--- src/rtl/pba_pkg.sv ---
// Shared constants, types and handshake structs of the page bitmap allocator.
package pba_pkg;

  localparam int AddrW       = 64;
  localparam int SizeW       = 28;
  localparam int MapBits     = 64;
  localparam int BitIdxW     = 6;
  localparam int GroupShift  = 18;
  localparam int PageShift   = 12;
  localparam int GroupW      = SizeW - GroupShift;
  localparam int DefMapWords = 512;
  localparam int CfgIdxW     = 1;
  localparam int CfgDataW    = 64;
  localparam int StatusW     = 2;

  localparam logic [CfgIdxW-1:0] CfgPoolBase = 1'd0;
  localparam logic [CfgIdxW-1:0] CfgPoolSize = 1'd1;

  typedef enum logic [StatusW-1:0] {
    StatOk       = 2'd0,
    StatFull     = 2'd1,
    StatRange    = 2'd2,
    StatNotAlloc = 2'd3
  } status_e;

  // Commands from the controller to the datapath.
  typedef struct packed {
    logic    capture;
    logic    clr_step;
    logic    decode;
    logic    rd_scan;
    logic    rd_free;
    logic    scan_next;
    logic    alloc_commit;
    logic    free_commit;
    logic    res_load;
    status_e res_status;
    logic    res_grant;
  } pba_cmd_t;

  // Status from the datapath back to the controller.
  typedef struct packed {
    logic op_free;
    logic clr_last;
    logic scan_empty;
    logic scan_last;
    logic word_full;
    logic range_bad;
    logic beyond_map;
    logic bit_set;
  } pba_stat_t;

endpackage

--- src/rtl/pba_ctrl.sv ---
// Controller state machine of the page bitmap allocator.
module pba_ctrl import pba_pkg::*; (
  input  logic      clk_i,
  input  logic      rst_ni,
  input  logic      in_valid_i,
  output logic      in_ready_o,
  output logic      out_valid_o,
  input  logic      out_ready_i,
  input  pba_stat_t stat_i,
  output pba_cmd_t  cmd_o
);

  localparam logic [2:0] StClear    = 3'd0;
  localparam logic [2:0] StIdle     = 3'd1;
  localparam logic [2:0] StDecode   = 3'd2;
  localparam logic [2:0] StAllocRd  = 3'd3;
  localparam logic [2:0] StAllocEv  = 3'd4;
  localparam logic [2:0] StAllocOut = 3'd5;
  localparam logic [2:0] StFreeChk  = 3'd6;
  localparam logic [2:0] StFreeEv   = 3'd7;

  logic [2:0] state_q, state_d;
  logic       out_valid_q, out_valid_d;
  logic       can_load;

  assign can_load = !out_valid_q || out_ready_i;

  always_comb begin
    cmd_o       = '0;
    state_d     = state_q;
    out_valid_d = out_valid_q && !out_ready_i;
    unique case (state_q)
      StClear: begin
        cmd_o.clr_step = 1'b1;
        if (stat_i.clr_last) begin
          state_d = StIdle;
        end
      end
      StIdle: begin
        if (in_valid_i) begin
          cmd_o.capture = 1'b1;
          state_d       = StDecode;
        end
      end
      StDecode: begin
        if (stat_i.op_free) begin
          cmd_o.decode = 1'b1;
          state_d      = StFreeChk;
        end else if (stat_i.scan_empty) begin
          if (can_load) begin
            cmd_o.res_load   = 1'b1;
            cmd_o.res_status = StatFull;
            state_d          = StIdle;
          end
        end else begin
          cmd_o.rd_scan = 1'b1;
          state_d       = StAllocEv;
        end
      end
      StAllocRd: begin
        cmd_o.rd_scan = 1'b1;
        state_d       = StAllocEv;
      end
      StAllocEv: begin
        if (!stat_i.word_full) begin
          cmd_o.alloc_commit = 1'b1;
          state_d            = StAllocOut;
        end else if (stat_i.scan_last) begin
          if (can_load) begin
            cmd_o.res_load   = 1'b1;
            cmd_o.res_status = StatFull;
            state_d          = StIdle;
          end
        end else begin
          cmd_o.scan_next = 1'b1;
          state_d         = StAllocRd;
        end
      end
      StAllocOut: begin
        if (can_load) begin
          cmd_o.res_load   = 1'b1;
          cmd_o.res_status = StatOk;
          cmd_o.res_grant  = 1'b1;
          state_d          = StIdle;
        end
      end
      StFreeChk: begin
        if (stat_i.range_bad) begin
          if (can_load) begin
            cmd_o.res_load   = 1'b1;
            cmd_o.res_status = StatRange;
            state_d          = StIdle;
          end
        end else if (stat_i.beyond_map) begin
          if (can_load) begin
            cmd_o.res_load   = 1'b1;
            cmd_o.res_status = StatNotAlloc;
            state_d          = StIdle;
          end
        end else begin
          cmd_o.rd_free = 1'b1;
          state_d       = StFreeEv;
        end
      end
      StFreeEv: begin
        if (can_load) begin
          cmd_o.res_load = 1'b1;
          if (stat_i.bit_set) begin
            cmd_o.free_commit = 1'b1;
            cmd_o.res_status  = StatOk;
          end else begin
            cmd_o.res_status  = StatNotAlloc;
          end
          state_d = StIdle;
        end
      end
      default: begin
        state_d = StIdle;
      end
    endcase
    if (cmd_o.res_load) begin
      out_valid_d = 1'b1;
    end
  end

  always_ff @(posedge clk_i or negedge rst_ni) begin
    if (!rst_ni) begin
      state_q     <= StClear;
      out_valid_q <= 1'b0;
    end else begin
      state_q     <= state_d;
      out_valid_q <= out_valid_d;
    end
  end

  assign in_ready_o  = (state_q == StIdle);
  assign out_valid_o = out_valid_q;

endmodule

--- config.mk ---
export PLATFORM = sky130hd
export DESIGN_NAME = pba_ctrl
export DESIGN_NICKNAME = d
export VERILOG_FILES = /design/src/rtl/pba_pkg.sv /design/src/rtl/pba_ctrl.sv
export SDC_FILE = /design/constraint.sdc
export NUM_CORES = 1
export LEC_CHECK = 0
export ABC_AREA = 1
export BUFFER_PORTS_ARGS = -buffer_cell sky130_fd_sc_hd__buf_2
export CORE_MARGIN = 4
export CORE_UTILIZATION = 33
export DETAILED_ROUTE_END_ITERATION = 8
export SLEW_MARGIN = 15
export SYNTH_ARGS = -nofsm -noshare
export SYNTH_HDL_FRONTEND = slang
export SYNTH_SLANG_ARGS = --single-unit
--- constraint.sdc ---
create_clock -name clk_i -period 1.6 [get_ports clk_i]
set_clock_uncertainty 0.15 [all_clocks]
set_input_delay 0.16 -clock clk_i [delete_from_list [all_inputs] [get_ports clk_i]]
set_output_delay 0.16 -clock clk_i [all_outputs]
set_load 0.03 [all_outputs]
# [Yosys cells after proc, flatten, opt, wreduce, memory -nomap -nowiden]
# Cells that the tools add are included.
[op_classes] n_reduce_logical=7 mux=42 eq_ne=9
[ops] op="3-bit 2-to-1 mux" n=18
[ops] op="3-bit case mux with 7 select lines" n=1
[ops] op="1-bit 2-to-1 mux" n=17
[ops] op="3-bit case mux with 5 select lines" n=1
[ops] op="3-bit equality test, second input constant" n=4
[ops] op="4-bit 2-to-1 mux" n=2
[ops] op="3-bit by 2-bit equality test with 1-bit output, second input constant" n=2
[ops] op="2-bit 2-to-1 mux" n=2
[ops] op="2-bit != test, second input constant" n=2
[ops] op="3-bit by 1-bit equality test with 1-bit output, second input constant" n=1
[ops] op="3-bit logical NOT" n=1
[ops] op="1-bit logical NOT" n=2
[ops] op="1-bit case mux with 2 select lines" n=1
[ops] op="2-bit AND reduction" n=1
[ops] op="2-bit OR reduction" n=1
[ops] op="1-bit logical AND" n=1
[ops] op="1-bit logical OR" n=1
[word_totals] out_inout_bits=14 elab_cells=60 input_bits=12 ff_bits=4

# [Logic depth before layout (Yosys ltp)]
[logic_depth] ltp_word=7 ltp_mapped=8 ltp_nobuf=8

# [Worst setup path before layout]
# OpenSTA, ideal clock, no wires.
[synth_path] path_type="flip-flop to output port" start="reg out_valid_q (netlist: out_valid_o)" end="out cmd_o[2] (netlist name)" required_ns=1.290 setup_slack_ns=-0.201 path_buffers=0 arrival_time_ns=1.491 path_stages_with_launch=4 cell_sequence="dfrtp_1 nand2_1 nand2_1 o21ai_0"
[synth_rtl] element="start, declared" line_no="pba_ctrl.sv:23" source="logic out_valid_q, out_valid_d;"
[synth_rtl] element="start signal, assigned" line_no="pba_ctrl.sv:132" source="out_valid_q <= out_valid_d;"
[synth_rtl] element="end, declared" line_no="pba_ctrl.sv:10" source="output pba_cmd_t cmd_o"

==> impl_metrics.tcl <==
set metrics [dict create \
    status "finished, violations left" \
    failed_checks "setup timing" \
    gp_congestion 0.8221 \
    diodes 0 \
    r2r_slack_ns 0.12 \
    place_area_sq_um 674.4 \
    cp-end-kind "primary output" \
    clkSinkCount 4 \
    synth_mux_area_frac 0 \
    synth_compound_area_frac 0.09351 \
    ant_nets 0 \
    drcViolationCount 0 \
    final_hold_viol_count 0 \
    power_leakage_nw 0.5002 \
    synth.avg_cell_area_sq_um 5.412 \
    yosysSeqAreaShare 0.2078 \
    wirelength_microns 1745 \
    peakVddDrop_mv 0.7739 \
    synth_cell_type_count 18 \
    synth-main-ff-cell "dfrtp_1" \
    grt.total_usage 0.1656 \
    fp.dieH_microns 46.21 \
    area_delta_synth_final_pct 73.25 \
    min_path_type "primary input to flop" \
    crit_fanout 5 \
    synthesis.area_sq_um 481.7 \
    max_freq_mhz 586.5 \
    rsz0062_at_grt "yes" \
    final_net_count 144 \
    worstSetupPathType "flop to primary output" \
    slew_headroom 0.8434 \
    grt_pass1_wl_microns 2615 \
    ys_warn_count 0 \
    wl_per_cell_microns 12.03 \
    final_cell_mix "nand2_1 (21), buf_4 (20), inv_1 (16), buf_2 (14), nor2_1 (10)" \
    finalCriticalPeriod_ns 1.705 \
    whs_ns 0.06498 \
    clk_pin_slew_ns 0.04 \
    synthesis.nets 101 \
    overflow 0 \
    start_util 0.3612 \
    io_buffers 25 \
    viasPerCell 4.972 \
    ioPinCount 26 \
    clock_path_buffers 2 \
    drive_gt1_frac 0.4692 \
    antenna_found_initial 0 \
    synthCells 89 \
    async_flop_share 1.000 \
    grt_start_max_net_pins 8 \
    dr.pass1.iters 4 \
    tns_ns -0.2189 \
    grt_pass1_vias 652 \
    cap_viol_max_count 0 \
    ys_ff_latch 4 \
    yosys.area_share.adder 0 \
    core_sq_um 1334 \
    crit_required_ns 1.29 \
    tightestPinTransition_ns 0.2324 \
    cp-start-kind "flop" \
    h-tree-depth 1 \
    rows 13 \
    die_x_microns 46.21 \
    num_vias 721 \
    layout_commonest_cell "nand2_1" \
    design_area_sq_um 834.6 \
    cts_root_buf "clkbuf_4" \
    drt_iter0_markers 12 \
    dieArea_sq_um 2135 \
    dp_hpwl_microns 1193 \
    slew_violations 0 \
    synthXorXnorAreaFrac 0 \
    finalSetupViolations 4 \
    synth_edf_count 0 \
    cts_tree "done" \
    layout_setup_ws_ns -0.1051 \
    synthSimpleGateAreaFrac 0.5247 \
    critPathArrivalTime_ns 1.40 \
    power_density_nw_per_um2 1718 \
    finalCritPeriodShare 1.066 \
    insertion_delay_ns 0.23 \
    numCtsBuffers 3 \
    synth_top_family_by_area "simple AND/OR/NAND/NOR gates" \
]
[logic make-up (layout without fill, tap and decap cells)]
kind of cell | Yosys count | count (layout)
compound gates | 8 | 8
buf+inv | 20 | 61
flops | 4 | 4
simple gates | 57 | 57
[worst max-delay path, cell delays in order (launching register included)]
cell and delay (ns):
dfrtp_1 0.39, nand2_2 0.14, buf_4 0.13, buf_4 0.10
nand4_1 0.12, nand3_1 0.14, buf_6 0.14
[worst paths after layout]
check / start / to / depth (start not counted)
min in group asynchronous: rst_ni / state_q[2] / 2
max in group asynchronous: rst_ni / state_q[0] / 2
hold reg to reg: out_valid_o / state_q[2] / 2
setup reg to reg: state_q[0] / state_q[0] / 7
hold / removal: in_valid_i / state_q[0] / 4
setup / recovery: out_valid_o / cmd_o[1] / 6
[synth_stat cells, types with 2 or more instances]
cell	n	area [sq um]
nor3_1	3	15.01
nor2_1	13	48.80
nand2_2	2	12.51
nand4_1	2	12.51
nand2_1	25	93.84
nand3_1	9	45.04
inv_1	17	63.81
o21ai_0	5	25.02
dfrtp_1	4	100.1
[state kept, by name, summed over array words and instances (netlist names)]
signal	cells
state_q	3
out_valid_o	1
[through the flow]
| step | instances | power, mW | worst slack, ns | util |
|---|---|---|---|---|
| floorplan | 89 | 0.8178 | 0.01377 | - |
| global placement | 135 | 1.097 | 0.09802 | 0.5056 |
| detailed placement | 135 | 1.097 | 0.08663 | 0.5056 |
| CTS | 142 | 1.331 | -0.05699 | 0.5835 |
| global route | 145 | 1.551 | -0.1610 | 0.6257 |
| finish | 145 | 1.434 | -0.1051 | 0.6257 |
[power breakdown]
group / internal (mW) / switching [mW] / leakage (nW)
Combinational: 0.437 / 0.640 / 0.439
Clock: 0.0835 / 0.0359 / 0.0138
Sequential: 0.153 / 0.0844 / 0.0470
Total: 0.673 / 0.761 / 0.500
[per-layer routing]
layer / track usage / share of wire / routed length (microns) / vias to the layer above
met2: 0.2830 / 0.50 / 866 / 35
met3: 0.05469 / 0.084 / 146 / 4
met5: 0 / 0 / 0 / -
li1: - / - / - / 357
met4: 0.03977 / 0.022 / 38 / 0
met1: 0.1972 / 0.40 / 693 / 325
[what timing repair did]
| item | in CTS | in global routing |
|---|---|---|
| setup endpoints to repair | 5 | 15 |
| hold endpoints to repair | 4 | 0 |
| pin swaps | 3 | 3 |
| resized for setup | 18 | 16 |
| buffers inserted | 3 | 3 |
| hold buffers | 1 | 0 |
[cell type report]
type	instances	area [sq um]
inverter	18	67.56
clock buffer	3	22.52
sequential	4	103.9
timing repair buffer	40	282.8
tap	15	18.77
multi-input combinational	65	339.1
fill	127	499.2
Note: power is estimated with default switching activity, not from simulation.
